==> src/i2cmes_pkg.sv <==
// ----------------------------------------------------------------------------
// i2cmes_pkg
// Shared types and codes for the I2C master EEPROM transfer sequencer.
// ----------------------------------------------------------------------------
package i2cmes_pkg;

   // request kinds
   localparam logic [1:0] REQ_CMD     = 2'd0;
   localparam logic [1:0] REQ_EVENT   = 2'd1;
   localparam logic [1:0] REQ_TIMEOUT = 2'd2;

   // bus status codes
   localparam logic [1:0] ST_START_SENT = 2'd0;
   localparam logic [1:0] ST_BYTE_TX    = 2'd1;
   localparam logic [1:0] ST_BYTE_RX    = 2'd2;
   localparam logic [1:0] ST_OTHER      = 2'd3;

   // clears the R/W bit of the slave address byte
   localparam logic [7:0] ADDR_MASK = 8'hFE;

   typedef struct packed {
      logic [1:0] req_type;
      logic [7:0] target_addr;
      logic [7:0] mem_addr;
      logic [7:0] xfer_len;
      logic       random_read;
      logic       ack_poll;
      logic       send_word_addr;
      logic [1:0] status_code;
      logic       ack_in;
      logic [7:0] rx_byte;
      logic [7:0] tx_byte;
   } req_item_type;

   typedef struct packed {
      logic       load_valid;
      logic [7:0] load_byte;
      logic       tx_taken;
      logic       start_req;
      logic       stop_req;
      logic       ack_out;
      logic       rx_valid;
      logic [7:0] rx_data;
      logic       rx_last;
      logic       bus_reset;
      logic       busy_res;
      logic       cmd_rejected;
   } rsp_item_type;

endpackage

==> src/i2c_master_eeprom_transfer_sequencer.sv <==
// ----------------------------------------------------------------------------
// i2c_master_eeprom_transfer_sequencer
// Master-side sequencer for I2C register / EEPROM random read and write.
// ----------------------------------------------------------------------------
// Usage:
//   req_*  : one beat is either a start command (addresses, length, flags),
//            a bus status event from the bit engine, or an SCL-low timeout.
//   rsp_*  : exactly one beat comes back per request beat, carrying what the
//            bit engine must do next (load a byte, START, STOP, ACK/NACK),
//            any received byte for the host, and the busy flag after it.
// A request taken in one cycle gives its response beat in the next.
// Throughput is one beat per cycle unless rsp_ stalls; the sequencer
// state is updated by short flag logic in the same cycle the beat is taken.
// The response register doubles as the only buffer: a new request is taken
// whenever that register is empty or is being drained in the same cycle, so
// a stall on rsp_ holds the response and pushes back on req_ by one beat.
// Reset (synchronous, active high) empties the response register and puts
// the sequencer idle with all held addresses, length and count at zero.
// ----------------------------------------------------------------------------
module i2c_master_eeprom_transfer_sequencer (
   input  logic                     clock,
   input  logic                     reset,
   input  logic                     req_valid,
   output logic                     req_stall,
   input  i2cmes_pkg::req_item_type req_data,
   output logic                     rsp_valid,
   input  logic                     rsp_stall,
   output i2cmes_pkg::rsp_item_type rsp_data
);

   // sequencer state
   logic       busy_ff,      busy_in;
   logic       dir_read_ff,  dir_read_in;
   logic       pend_wa_ff,   pend_wa_in;
   logic       random_ff,    random_in;
   logic       poll_ff,      poll_in;
   logic       restart_ff,   restart_in;
   logic [7:0] count_ff,     count_in;
   logic [7:0] slave_ff,     slave_in;
   logic [7:0] word_ff,      word_in;
   logic [7:0] length_ff,    length_in;

   // response register
   logic                     rsp_valid_ff, rsp_valid_in;
   i2cmes_pkg::rsp_item_type rsp_data_ff,  rsp_data_in;

   logic       req_take;
   logic       rx_store;
   logic [7:0] rx_count;

   // take a beat when the response slot is free or draining this cycle
   assign req_stall = rsp_valid_ff & rsp_stall;
   assign req_take  = req_valid & ~req_stall;

   // receive path: count after a possible store
   assign rx_store = (count_ff < length_ff);
   assign rx_count = rx_store ? count_ff + 8'd1 : count_ff;

   always_comb begin
      busy_in     = busy_ff;
      dir_read_in = dir_read_ff;
      pend_wa_in  = pend_wa_ff;
      random_in   = random_ff;
      poll_in     = poll_ff;
      restart_in  = restart_ff;
      count_in    = count_ff;
      slave_in    = slave_ff;
      word_in     = word_ff;
      length_in   = length_ff;
      rsp_data_in = '0;

      case (req_data.req_type)
         i2cmes_pkg::REQ_CMD: begin
            if (busy_ff) begin
               rsp_data_in.cmd_rejected = 1'b1;
            end else begin
               // latch the transfer and ask for START; direction opens as write
               busy_in     = 1'b1;
               slave_in    = req_data.target_addr;
               word_in     = req_data.mem_addr;
               length_in   = req_data.xfer_len;
               random_in   = req_data.random_read;
               poll_in     = req_data.ack_poll;
               pend_wa_in  = req_data.send_word_addr;
               dir_read_in = 1'b0;
               restart_in  = 1'b0;
               count_in    = 8'd0;
               rsp_data_in.start_req = 1'b1;
            end
         end
         i2cmes_pkg::REQ_EVENT: begin
            case (req_data.status_code)
               i2cmes_pkg::ST_START_SENT: begin
                  // address byte with R/W in bit 0, restart the count
                  rsp_data_in.load_valid = 1'b1;
                  rsp_data_in.load_byte  = (slave_ff & i2cmes_pkg::ADDR_MASK)
                                           | {7'd0, dir_read_ff};
                  count_in = 8'd0;
               end
               i2cmes_pkg::ST_BYTE_TX: begin
                  if (!req_data.ack_in) begin
                     // NACK: poll again with START, or give up
                     if (poll_ff) begin
                        rsp_data_in.start_req = 1'b1;
                     end else begin
                        rsp_data_in.bus_reset = 1'b1;
                        busy_in = 1'b0;
                     end
                  end else if (restart_ff) begin
                     rsp_data_in.start_req = 1'b1;
                     restart_in = 1'b0;
                  end else if (pend_wa_ff) begin
                     pend_wa_in = 1'b0;
                     rsp_data_in.load_valid = 1'b1;
                     rsp_data_in.load_byte  = word_ff;
                     if (random_ff) begin
                        restart_in  = 1'b1;
                        dir_read_in = 1'b1;
                     end
                  end else if (!dir_read_ff) begin
                     if (count_ff < length_ff) begin
                        rsp_data_in.load_valid = 1'b1;
                        rsp_data_in.load_byte  = req_data.tx_byte;
                        rsp_data_in.tx_taken   = 1'b1;
                        count_in = count_ff + 8'd1;
                     end else begin
                        rsp_data_in.stop_req = 1'b1;
                        busy_in = 1'b0;
                     end
                  end
               end
               i2cmes_pkg::ST_BYTE_RX: begin
                  count_in = rx_count;
                  if (rx_store) begin
                     rsp_data_in.rx_valid = 1'b1;
                     rsp_data_in.rx_data  = req_data.rx_byte;
                     rsp_data_in.ack_out  = 1'b1;
                  end
                  // final byte (or none wanted): NACK and STOP
                  if (rx_count == length_ff) begin
                     busy_in = 1'b0;
                     rsp_data_in.ack_out  = 1'b0;
                     rsp_data_in.stop_req = 1'b1;
                     rsp_data_in.rx_last  = rx_store;
                  end
               end
               default: begin
                  rsp_data_in.bus_reset = 1'b1;
                  busy_in = 1'b0;
               end
            endcase
         end
         i2cmes_pkg::REQ_TIMEOUT: begin
            rsp_data_in.bus_reset = 1'b1;
            busy_in = 1'b0;
         end
         default: begin
            // no action
         end
      endcase

      rsp_data_in.busy_res = busy_in;
   end

   // response slot fills on a taken beat, empties when drained
   assign rsp_valid_in = req_take | (rsp_valid_ff & rsp_stall);

   always_ff @(posedge clock) begin
      if (reset) begin
         rsp_valid_ff <= 1'b0;
         busy_ff      <= 1'b0;
         dir_read_ff  <= 1'b0;
         pend_wa_ff   <= 1'b0;
         random_ff    <= 1'b0;
         poll_ff      <= 1'b0;
         restart_ff   <= 1'b0;
         count_ff     <= 8'd0;
         slave_ff     <= 8'd0;
         word_ff      <= 8'd0;
         length_ff    <= 8'd0;
      end else begin
         rsp_valid_ff <= rsp_valid_in;
         if (req_take) begin
            busy_ff     <= busy_in;
            dir_read_ff <= dir_read_in;
            pend_wa_ff  <= pend_wa_in;
            random_ff   <= random_in;
            poll_ff     <= poll_in;
            restart_ff  <= restart_in;
            count_ff    <= count_in;
            slave_ff    <= slave_in;
            word_ff     <= word_in;
            length_ff   <= length_in;
         end
      end
   end

   // payload: load on a taken beat, hold otherwise
   always_ff @(posedge clock) begin
      if (req_take) begin
         rsp_data_ff <= rsp_data_in;
      end
   end

   assign rsp_valid = rsp_valid_ff;
   assign rsp_data  = rsp_data_ff;

endmodule

==> config.mk <==
export PLATFORM = sky130hd
export DESIGN_NAME = i2c_master_eeprom_transfer_sequencer
export DESIGN_NICKNAME = d
export VERILOG_FILES = /design/src/i2cmes_pkg.sv /design/src/i2c_master_eeprom_transfer_sequencer.sv
export SDC_FILE = /design/constraint.sdc
export NUM_CORES = 1
export LEC_CHECK = 0
export BUFFER_PORTS_ARGS = -buffer_cell sky130_fd_sc_hd__buf_2
export CORE_MARGIN = 3
export CORE_UTILIZATION = 25
export CTS_CLUSTER_DIAMETER = 60
export CTS_CLUSTER_SIZE = 14
export DETAILED_ROUTE_END_ITERATION = 8
export HOLD_SLACK_MARGIN = 0.05
export PLACE_DENSITY = 0.44
export SETUP_SLACK_MARGIN = 0.1
export SLEW_MARGIN = 10
export SYNTH_ARGS = -nofsm -noshare
export SYNTH_HDL_FRONTEND = slang
export SYNTH_SLANG_ARGS = --single-unit
==> constraint.sdc <==
create_clock -name clock -period 4.9 [get_ports clock]
set_input_delay 0.49 -clock clock [delete_from_list [all_inputs] [get_ports clock]]
set_output_delay 0.49 -clock clock [all_outputs]
set_load 0.005 [all_outputs]
==> results by group, run 1 <==
Yosys
  – Ys async rst share: 0%
  – Yosys reg bits: between 60 and 70
  – Warning count from the yosys run: 0
  – Largest cells by area after synthesis: edfxtp_1 (23%), dfxtp_1 (23%), nand2_1 (7.7%)
  – Post-Syn Area per Cell: 8.94 sq um
  – Post-synth cell types: just over 50
  – Sequential area share after synthesis: 46.1%
  – Post-synthesis instance area: about 3300 sq um
  – Cell taking the most area after synthesis: edfxtp_1
  – Cells after synthesis: ~370
  – Top_reg_cell synth: dfxtp_1
  – Top-area cell type share of the netlist area: 23.4%
  – Number of flops mapped to enable cells by yosys: 26
  – Mapped Nets: around 440

Floorplan
  – Die Y: around 120 um
  – Core area: 12800 sq um
  – Die area: between 10000 and 15000 sq um
  – Die width: between 100 and 150 um
  – Boundary pin count: 80
  – Initial Util: a little over a quarter
  – Cell row count: 41

CTS
  – Post-CTS resize count: 0
  – Clock transition at path regs: roughly 0.05 ns
  – Clock Tree Root: clkbuf_16
  – Clock sink count: 64
  – H-tree Lvls: 3
  – Post-CTS Setup Inserts: 0
  – Hold-fix buffers at CTS: 0
  – Total CTS buffers: 9
  – CTS tree: done
  – Clk buf depth: 2
  – Clk_lat worst skew: 0.33 ns

Place
  – Worst slack, placed: 1.71 ns
  – Placed Area: ~3900 sq um
  – Placed insts: 605
  – Port Buffer Count: between 70 and 80
  – Post-detail-place hpwl: ~6.4 mm
  – GPL Wtd Cong: between 0.7 and 0.8

STA
  – Max Slew Vio Count: 0
  – Hold Slack: 0.378 ns
  – Max Fclk: 310 MHz
  – # setup viols final: 0
  – Min Tclk post-route: ~3.2 ns
  – Post-route setup slack: between 1.5 and 2 ns
  – Measured slew at the worst slew-check pin: roughly 1.1 ns
  – Layout Skew: just under 0.004 ns
  – Period utilization: 65.8%
  – RSZ-0062 raised after global routing: no
  – Setup TNS: 0 ns
  – Rel. slew slack: 25.6%
  – Fin. Hold Viols: 0

Global routing
  – Initial antenna violation count: 0
  – Vias in the first global route: 2750
  – Largest net degree at the start of global routing: 39
  – Total congestion overflow: 0
  – First-pass GRT wire length: ~14 mm
  – Tot GR Track Use: 12.4%

Layout
  – Most frequent cells in the layout: buf_2 (78), nand2_1 (69), a21oi_1 (44), dfxtp_1 (38), edfxtp_1 (26)
  – Layout Nets: 512
  – Share of layout cells above drive strength 1: 22.3%
  – Design Area, Final: between 4000 and 5000 sq um
  – Area grow syn2layout: 26.2%
  – Filler instances: ~1400
  – Commonest non-fill, non-tap cell in the layout: buf_2
  – Cell Count, Final, Fillers Out: ~620
  – Register area: around 1500 sq um
  – N_diodes: 0
  – Footprint of the multi-input gates: 1660 sq um

Detailed routing
  – DR vias: 2900
  – DRC Markers: 0
  – Total wire length: between 9 and 10 mm
  – Routed WL per cell: 14.7 um
  – Antenna-violating nets left: 0
  – Drt via density: 4.67
  – Initial drt markers: ~190
  – First drt pass iteration count: 4

Setup path
  – CP endpoint kind: register
  – Critical path class: reg2reg
  – Worst EP required: 4.96 ns
  – WP data arrival: between 3 and 4 ns
  – Crit Path Max Fanout: 8
  – Crit path launch type: register

Job
  – Max Cap Violations: 0

Hold path
  – Tightest Hold Check Type: in2reg

Power and ir drop
  – Leak Pwr: about 1.7 nW
  – Peak VDD IR: 0.147 mV
  – Pwr dens: between 300 and 400 nW/um^2

Outcome
  – Status: finished clean
## registers in the layout, summed over array words and instances (netlist names)
signal / cells
busy_ff: 1
count_ff: 8
dir_read_ff: 1
length_ff: 8
pend_wa_ff: 1
poll_ff: 1
random_ff: 1
restart_ff: 1
rsp_data: 26
rsp_valid: 1
slave_ff: 7
word_ff: 8
## metrics by stage
stage,power [mW],utilization (%)
finish,1.46,32.9
global placement,0.744,30.3
CTS,1.48,32.9
detailed placement,0.745,30.3
floorplan,0.680,-
global route,1.52,32.9
## where the power goes
part           leakage (nW)  switching, mW  internal (mW)
Clock                 0.162          0.230          0.495
Combinational         0.937         0.0879         0.0591
Sequential            0.571        0.00997          0.575
## kinds of logic (layout without fill, tap and decap cells)
family	after synthesis	after routing	share of synthesized area, %
AOI/OAI and AO/OA	103	103	19.9
buffers and inverters	38	113	4.42
DFF	64	64	46.1
adders and majority gates	16	16	5.99
muxes	2	2	0.599
xor gates and xnor gates	11	11	2.88
and+or+nand+nor	140	140	20.1
## final timing paths
path,startpoint,slack [ns],endpoint,cells after the start
worst min register to register,random_ff$_SDFFE_PP0P_,0.45,random_ff$_SDFFE_PP0P_,2
worst max register to register,length_ff[6]$_SDFFE_PP0P_,1.67,rsp_data[1]$_DFFE_PP_,8
worst max-delay path,length_ff[6]$_SDFFE_PP0P_,1.67,rsp_data[1]$_DFFE_PP_,8
worst min-delay path,req_valid,0.38,rsp_valid$_SDFF_PP0_,3
## critical path: stages (launching register included)
cell and delay (ns):
dfxtp_1 0.45, inv_1 0.07, ha_1 0.27, nand2_1 0.11, or4_1 0.63, o21ai_1 0.52
nand4_1 0.31, a2111oi_0 0.50, a211oi_1 0.10
## synth_stat cells (5+ instances only)
cell type / n
nor2_1: 12
nand3_1: 5
clkbuf_1: 16
ha_1: 16
xor2_1: 7
nand2_1: 69
o21ai_0: 18
a21oi_1: 44
and2_1: 16
nor2b_1: 5
dfxtp_1: 38
or3_1: 5
inv_1: 17
edfxtp_1: 26
a22oi_1: 9
nor3_1: 10
## layout make-up
| type | instances | share of cell area (%) |
|---|---|---|
| clock buffer | 10 | 5.43 |
| inverter | 17 | 1.51 |
| tap | 172 | 5.10 |
| sequential | 64 | 36.5 |
| timing repair buffer | 80 | 9.61 |
| clock inverter | 6 | 2.55 |
| multi-input combinational | 272 | 39.3 |
## layer usage
metal  GRT usage, %  up-vias  wire length (um)
met5              0        -                 0
met4           4.69        0               176
met3           2.88       15               421
met2           19.7       60              4230
met1           16.4     1349              4290
li1               -     1476                 -
Power figures use the tool's default switching activity.
==> run 2: changes to the inputs <==
--- a/config.mk
+++ b/config.mk
@@ -5,6 +5,7 @@
 export SDC_FILE = /design/constraint.sdc
 export NUM_CORES = 1
 export LEC_CHECK = 0
+export ABC_AREA = 1
 export BUFFER_PORTS_ARGS = -buffer_cell sky130_fd_sc_hd__buf_2
 export CORE_MARGIN = 3
 export CORE_UTILIZATION = 25
==> constraint.sdc (replaced) <==
create_clock -name clock -period 3.3 [get_ports clock]
set_input_delay 0.33 -clock clock [delete_from_list [all_inputs] [get_ports clock]]
set_output_delay 0.33 -clock clock [all_outputs]
set_load 0.005 [all_outputs]
==> results by group, run 2 <==
Outcome
  – Status: finished clean (unchanged)

CTS
  – H-tree Lvls: 3 (unchanged)
  – Clk buf depth: 2 (unchanged)
  – Clk_lat worst skew: 0.34 ns (was 0.33 ns)
  – Post-CTS Setup Inserts: 0 (unchanged)
  – Clock transition at path regs: 0.06 ns (was 0.05 ns)
  – Post-CTS resize count: 0 (unchanged)
  – Total CTS buffers: 9 (unchanged)
  – Clock sink count: 64 (unchanged)
  – Hold-fix buffers at CTS: 0 (unchanged)
  – CTS tree: done (unchanged)
  – Clock Tree Root: clkbuf_16 (unchanged)

Detailed routing
  – Initial drt markers: 121 (was 193)
  – First drt pass iteration count: 6 (was 4)
  – Total wire length: 8.86 mm (was 9.12 mm)
  – DR vias: 3082 (was 2900)
  – Routed WL per cell: 12.6 um (was 14.7 um)
  – Drt via density: 4.38 (was 4.67)
  – DRC Markers: 0 (unchanged)
  – Antenna-violating nets left: 0 (unchanged)

Setup path
  – WP data arrival: 2.86 ns (was 3.29 ns)
  – Largest stage delay, worst path: 0.41 ns (was 0.63 ns)
  – Critical-path cell list: inv_1 > ha_1 > a21oi_1 > o21a_1 > nand2_4 > inv_1 > buf_4 > nand2_1 > nor2_1 > clkinv_1 > a21oi_1 (was inv_1 > ha_1 > nand2_1 > or4_1 > o21ai_1 > nand4_1 > a2111oi_0 > a211oi_1)
  – Crit Path Max Fanout: 12 (was 8)
  – Critical path class: reg2reg (unchanged)
  – Critical Path Slowest Stage Cell: o21a_1 (was or4_1)
  – Worst EP required: 3.48 ns (was 4.96 ns)
  – CP endpoint kind: register (unchanged)
  – Crit path launch type: register (unchanged)
  – Critical Path Source: length_ff[7]$_SDFFE_PP0P_ (was length_ff[6]$_SDFFE_PP0P_)
  – Reg2reg start: length_ff[7]$_SDFFE_PP0P_ (was length_ff[6]$_SDFFE_PP0P_)

Layout
  – Share of layout cells above drive strength 1: 22.0% (was 22.3%)
  – Area grow syn2layout: 25.7% (was 26.2%)
  – N_diodes: 0 (unchanged)
  – Layout Nets: 590 (was 512)
  – Most frequent cells in the layout: nand2_1 (86), buf_2 (78), inv_1 (62), nor2_1 (46), a21oi_1 (42) (was buf_2 (78), nand2_1 (69), a21oi_1 (44), dfxtp_1 (38), edfxtp_1 (26))
  – Max reg flops: 26 (unchanged)
  – Commonest non-fill, non-tap cell in the layout: nand2_1 (was buf_2)

Floorplan
  – Die width: 123 um (was 122 um)
  – Boundary pin count: 80 (unchanged)
  – Cell row count: 42 (was 41)
  – Die Y: 123 um (was 122 um)
  – Initial Util: 25.7% (was 26.1%)
  – Core area: 13300 sq um (was 12800 sq um)
  – Die area: 15100 sq um (was 14800 sq um)

Global routing
  – Largest net degree at the start of global routing: 40 (was 39)
  – Initial antenna violation count: 0 (unchanged)
  – Vias in the first global route: 2964 (was 2750)
  – Total congestion overflow: 0 (unchanged)
  – First-pass GRT wire length: 14.1 mm (was 14.2 mm)
  – Tot GR Track Use: 12.1% (was 12.4%)

Hold path
  – Tightest Hold Check Type: in2reg (unchanged)
  – Hold path start: req_data[42] (was req_valid)

Yosys
  – Cell taking the most area after synthesis: edfxtp_1 (unchanged)
  – Sequential area share after synthesis: 45.1% (was 46.1%)
  – Largest cells by area after synthesis: edfxtp_1 (23%), dfxtp_1 (22%), nand2_1 (9.5%) (was edfxtp_1 (23%), dfxtp_1 (23%), nand2_1 (7.7%))
  – Post-Syn Area per Cell: 7.74 sq um (was 8.94 sq um)
  – Post-synth cell types: 33 (was 51)
  – Post-synthesis instance area: 3410 sq um (was 3340 sq um)
  – Mapped Nets: 509 (was 442)
  – Yosys reg bits: 64 (unchanged)
  – Warning count from the yosys run: 0 (unchanged)
  – Top_reg_cell synth: dfxtp_1 (unchanged)
  – Ys async rst share: 0% (unchanged)
  – Number of flops mapped to enable cells by yosys: 26 (unchanged)
  – Top-count cell post-synth: nand2_1 (unchanged)
  – Top-area cell type share of the netlist area: 22.9% (was 23.4%)
  – Cells after synthesis: 441 (was 374)
  – Top cells by count, synth: nand2_1 (86), inv_1 (62), nor2_1 (46), a21oi_1 (42), o21ai_0 (40) (was nand2_1 (69), a21oi_1 (44), dfxtp_1 (38), edfxtp_1 (26), o21ai_0 (18))

STA
  – Max Fclk: 374 MHz (was 310 MHz)
  – Measured slew at the worst slew-check pin: 0.821 ns (was 1.11 ns)
  – Rel. slew slack: 45.2% (was 25.6%)
  – Hold Slack: 0.223 ns (was 0.378 ns)
  – RSZ-0062 raised after global routing: no (unchanged)
  – # setup viols final: 0 (unchanged)
  – Period utilization: 81.0% (was 65.8%)
  – Min Tclk post-route: 2.67 ns (was 3.23 ns)
  – Layout Skew: 0.00658 ns (was 0.00388 ns)
  – Fin. Hold Viols: 0 (unchanged)
  – Max Slew Vio Count: 0 (unchanged)
  – Setup TNS: 0 ns (unchanged)

Power and ir drop
  – Peak VDD IR: 0.208 mV (was 0.147 mV)
  – Leak Pwr: 1.92 nW (was 1.67 nW)
  – Pwr dens: 513 nW/um^2 (was 345 nW/um^2)

Place
  – Post-detail-place hpwl: 6.65 mm (was 6.41 mm)
  – GPL Wtd Cong: 0.801 (was 0.779)
  – Port Buffer Count: 78 (unchanged)

Job
  – Max Cap Violations: 0 (unchanged)
-- run 2: cell types whose count changed after synthesis, moves of 6 or more --
cell	change
nor3_1	-8
inv_1	+45
o21ai_0	+22
and2_1	-16
a22oi_1	-8
nor2_1	+34
nand3_1	+34
clkbuf_1	-7
nand2_1	+17
nand2_4	+6
-- run 2: metal layers --
layer	vias up	track usage, %	wire length [um]	part of all wire (%)
met5	-	0	0	0
met4	0	4.62	142	1.6
met3	10	3.04	353	4.0
met2	55	21.0	4490	51
met1	1414	14.4	3870	44
li1	1603	-	-	-
-- run 2: power breakdown --
group | internal, mW | switching, mW
Sequential | 0.861 | 0.0143
Combinational | 0.131 | 0.246
Clock | 0.584 | 0.365
Total | 1.58 | 0.625
-- run 2: final timing paths --
check	slack (ns)	to	depth (start not counted)
max	0.63	rsp_data[13]$_SDFFCE_PP0P_	11
max reg2reg	0.63	rsp_data[13]$_SDFFCE_PP0P_	11
min	0.22	slave_ff[4]$_SDFFE_PP0P_	3
min reg2reg	0.45	word_ff[0]$_SDFFE_PP0P_	2
-- run 2: logic make-up (layout without fill, tap and decap cells) --
logic type	after synthesis	after routing	share of synthesized area, %
flops	64	64	45.1
compound gates	89	89	13.9
buf+inv	77	163	9.09
simple gates	191	191	25.0
fa+ha+maj	16	16	5.86
xor+xnor	4	4	1.03
-- run 2: stage by stage --
step	setup slack (ns)	utilization, %	cell area (sq um)	power (mW)	cells
after floorplan	1.07	-	3410	1.16	441
after global placement	0.609	30.0	3990	1.27	687
after detailed placement	0.565	30.0	3990	1.28	687
after CTS	0.558	32.3	4290	2.23	703
after global routing	0.310	32.3	4290	2.31	703
final	0.626	32.3	4290	2.20	703
-- run 2: cell type report --
type / count / area, sq um
multi-input combinational: 300 / 1560
timing repair buffer: 83 / 428
fill: 1430 / 9000
clock inverter: 7 / 72.6
inverter: 64 / 240
sequential: 64 / 1540
tap: 176 / 220
clock buffer: 9 / 225
-- run 2: worst max-delay path, delay by kind of cell (launching register included) --
kind,cells,cell delay [ns]
flops,1,0.32
simple gates,3,0.50
buf+inv,4,0.66
fa+ha+maj,1,0.29
compound gates,3,0.76
==> run 3: changes to the inputs <==
--- a/config.mk
+++ b/config.mk
@@ -5,7 +5,7 @@
 export SDC_FILE = /design/constraint.sdc
 export NUM_CORES = 1
 export LEC_CHECK = 0
-export ABC_AREA = 1
+export ABC_AREA = 0
 export BUFFER_PORTS_ARGS = -buffer_cell sky130_fd_sc_hd__buf_2
 export CORE_MARGIN = 3
 export CORE_UTILIZATION = 25
==> constraint.sdc (replaced) <==
create_clock -name clock -period 2.6 [get_ports clock]
set_input_delay 0.26 -clock clock [delete_from_list [all_inputs] [get_ports clock]]
set_output_delay 0.26 -clock clock [all_outputs]
set_load 0.005 [all_outputs]
==> results by group, run 3 (synthesis results as in run 1) <==
Setup path
  – CP endpoint kind: register (unchanged)
  – Crit Path Max Fanout: 4 (was 12)
  – Worst path top cell family by delay: compound AO/OA/AOI/OAI gates (unchanged)
  – Critical Path Slowest Stage Cell: or4_4 (was o21a_1)
  – Critical path class: reg2reg (unchanged)
  – R2r setup slk: 0.07 ns (was 0.63 ns)
  – Critical-path cell list: inv_2 > ha_4 > nand2_4 > or4_4 > o21a_4 > o41a_4 > a2111oi_4 > a211oi_2 (was inv_1 > ha_1 > a21oi_1 > o21a_1 > nand2_4 > inv_1 > buf_4 > nand2_1 > nor2_1 > clkinv_1 > a21oi_1)
  – WP buf/inv: 1 (was 4)
  – Worst EP required: 2.67 ns (was 3.48 ns)
  – Largest stage delay, worst path: 0.55 ns (was 0.41 ns)
  – WP data arrival: 2.60 ns (was 2.86 ns)
  – Crit path launch type: register (unchanged)

Power and ir drop
  – Clock network fraction of design power: 44.4% (was 43.1%)
  – Seq pwr share: 42.0% (was 39.8%)
  – Pwr dens: 570 nW/um^2 (was 513 nW/um^2)
  – Net Sw Frac: 24.2% (was 28.4%)
  – Leak Pwr: 1.87 nW (was 1.92 nW)
  – Total power: 2.62 mW (was 2.20 mW)
  – Peak VDD IR: 0.275 mV (was 0.208 mV)
  – Internal: 1.99 mW (was 1.58 mW)
  – Psw: 0.633 mW (was 0.625 mW)
  – Combinational share of power: 13.6% (was 17.1%)

Detailed routing
  – Met2 WL: 4.61 mm (was 4.49 mm)
  – Drt via density: 4.72 (was 4.38)
  – DRC Markers: 0 (unchanged)
  – Initial drt markers: 185 (was 121)
  – M1 wire length: 4.56 mm (was 3.87 mm)
  – DR vias: 3119 (was 3082)
  – Antenna-violating nets left: 0 (unchanged)
  – Routed wl met3: 420 um (was 353 um)
  – Total wire length: 9.79 mm (was 8.86 mm)
  – First drt pass iteration count: 4 (was 6)
  – DR top layer: met4 (unchanged)
  – Routed WL per cell: 14.8 um (was 12.6 um)

Place
  – Post-detail-place hpwl: 7.16 mm (was 6.65 mm)
  – GPL Wtd Cong: 0.866 (was 0.801)
  – Placed insts: 642 (was 687)
  – Port Buffer Count: 78 (unchanged)
  – Placed Area: 4220 sq um (was 3990 sq um)

STA
  – Setup TNS: 0 ns (unchanged)
  – RSZ-0062 raised after global routing: yes (was no)
  – Measured slew at the worst slew-check pin: 0.828 ns (was 0.821 ns)
  – Min Tclk post-route: 2.53 ns (was 2.67 ns)
  – Max Fclk: 396 MHz (was 374 MHz)
  – Max Slew Vio Count: 0 (unchanged)
  – Layout Skew: 0.00839 ns (was 0.00658 ns)
  – Rel. slew slack: 44.8% (was 45.2%)
  – Period utilization: 97.2% (was 81.0%)
  – Fin. Hold Viols: 0 (unchanged)
  – # setup viols final: 0 (unchanged)

CTS
  – H-tree Lvls: 3 (unchanged)
  – Total CTS buffers: 9 (unchanged)
  – Clock transition at path regs: 0.05 ns (was 0.06 ns)
  – Clk buf depth: 2 (unchanged)
  – Clk_lat worst skew: 0.33 ns (was 0.34 ns)
  – Clock Tree Root: clkbuf_16 (unchanged)
  – Clock sink count: 64 (unchanged)
  – CTS tree: done (unchanged)

Layout
  – Area grow syn2layout: 37.5% (was 25.7%)
  – Max reg flops: 26 (unchanged)
  – Cell Count, Final, Fillers Out: 661 (was 703)
  – Design Area, Final: 4600 sq um (was 4290 sq um)
  – Layout Nets: 552 (was 590)
  – N_diodes: 0 (unchanged)
  – Share of layout cells above drive strength 1: 31.7% (was 22.0%)
  – Commonest non-fill, non-tap cell in the layout: buf_2 (was nand2_1)
  – Most frequent cells in the layout: buf_2 (78), nand2_1 (68), a21oi_1 (44), buf_4 (41), dfxtp_1 (34) (was nand2_1 (86), buf_2 (78), inv_1 (62), nor2_1 (46), a21oi_1 (42))

Floorplan
  – Initial Util: 26.1% (was 25.7%)
  – Boundary pin count: 80 (unchanged)
  – Core area: 12800 sq um (was 13300 sq um)
  – Die area: 14800 sq um (was 15100 sq um)
  – Die Y: 122 um (was 123 um)
  – Cell row count: 41 (was 42)
  – Die width: 122 um (was 123 um)

Global routing
  – First-pass GRT wire length: 15.3 mm (was 14.1 mm)
  – Largest net degree at the start of global routing: 39 (was 40)
  – Tot GR Track Use: 13.4% (was 12.1%)
  – Vias in the first global route: 3023 (was 2964)
  – Total congestion overflow: 0 (unchanged)
  – Initial antenna violation count: 0 (unchanged)

Hold path
  – Tightest Hold Check Type: in2reg (unchanged)

Job
  – Max Cap Violations: 0 (unchanged)

Outcome
  – Status: finished clean (unchanged)
[run 3: per-stage QoR]
step	util, %	hold WS (ns)	worst slack, ns
after floorplan	-	0.381	0.106
after global placement	32.9	0.444	-0.0402
after detailed placement	32.9	0.447	-0.0753
after CTS	35.3	0.140	0.0128
after global routing	35.8	0.164	-0.00527
final	35.8	0.154	0.0725
[run 3: area by class of cell]
cell class	instances	area, sq um
fill	1390	8230
multi-input combinational	272	1780
sequential	64	1550
timing repair buffer	120	709
clock buffer	12	236
tap	172	215
inverter	17	63.8
clock inverter	4	45.0
[run 3: worst min-delay path, cell delays in order]
cell,delay [ns]
buf_2,0.09
nand2_1,0.04
a21oi_1,0.05
[run 3: power by group through the flow]
stage          clock network [mW]  logic (mW)  registers, mW
3_5_place_dp                    0       0.335           1.12
5_1_grt                      1.25       0.393           1.10
6_report                     1.16       0.356           1.10
4_1_cts                      1.20       0.345           1.10
2_1_floorplan                   0       0.173           1.12
3_3_place_gp                    0       0.332           1.12
[run 3: path summary, 6_finish.rpt]
check	startpoint	to	depth (start not counted)
hold / removal	req_data[29]	length_ff[7]$_SDFFE_PP0P_	3
setup reg to reg	length_ff[7]$_SDFFE_PP0P_	rsp_data[1]$_DFFE_PP_	8
hold reg to reg	slave_ff[3]$_SDFFE_PP0P_	slave_ff[3]$_SDFFE_PP0P_	2
setup / recovery	length_ff[7]$_SDFFE_PP0P_	rsp_data[1]$_DFFE_PP_	8
[run 3: routing by layer]
metal | global-route usage [%] | vias to the layer above
met5 | 0 | -
met2 | 21.8 | 71
met1 | 17.0 | 1481
met4 | 4.97 | 0
met3 | 3.48 | 15
li1 | - | 1552
[run 3: timing repair]
item / 4_1_cts / 5_1_grt
pin swaps: 0 / 8
hold endpoints to repair: 0 / 0
setup endpoints to repair: 12 / 11
setup buffers: 2 / 1
gates resized for setup: 2 / 14
hold buffers: 0 / 0
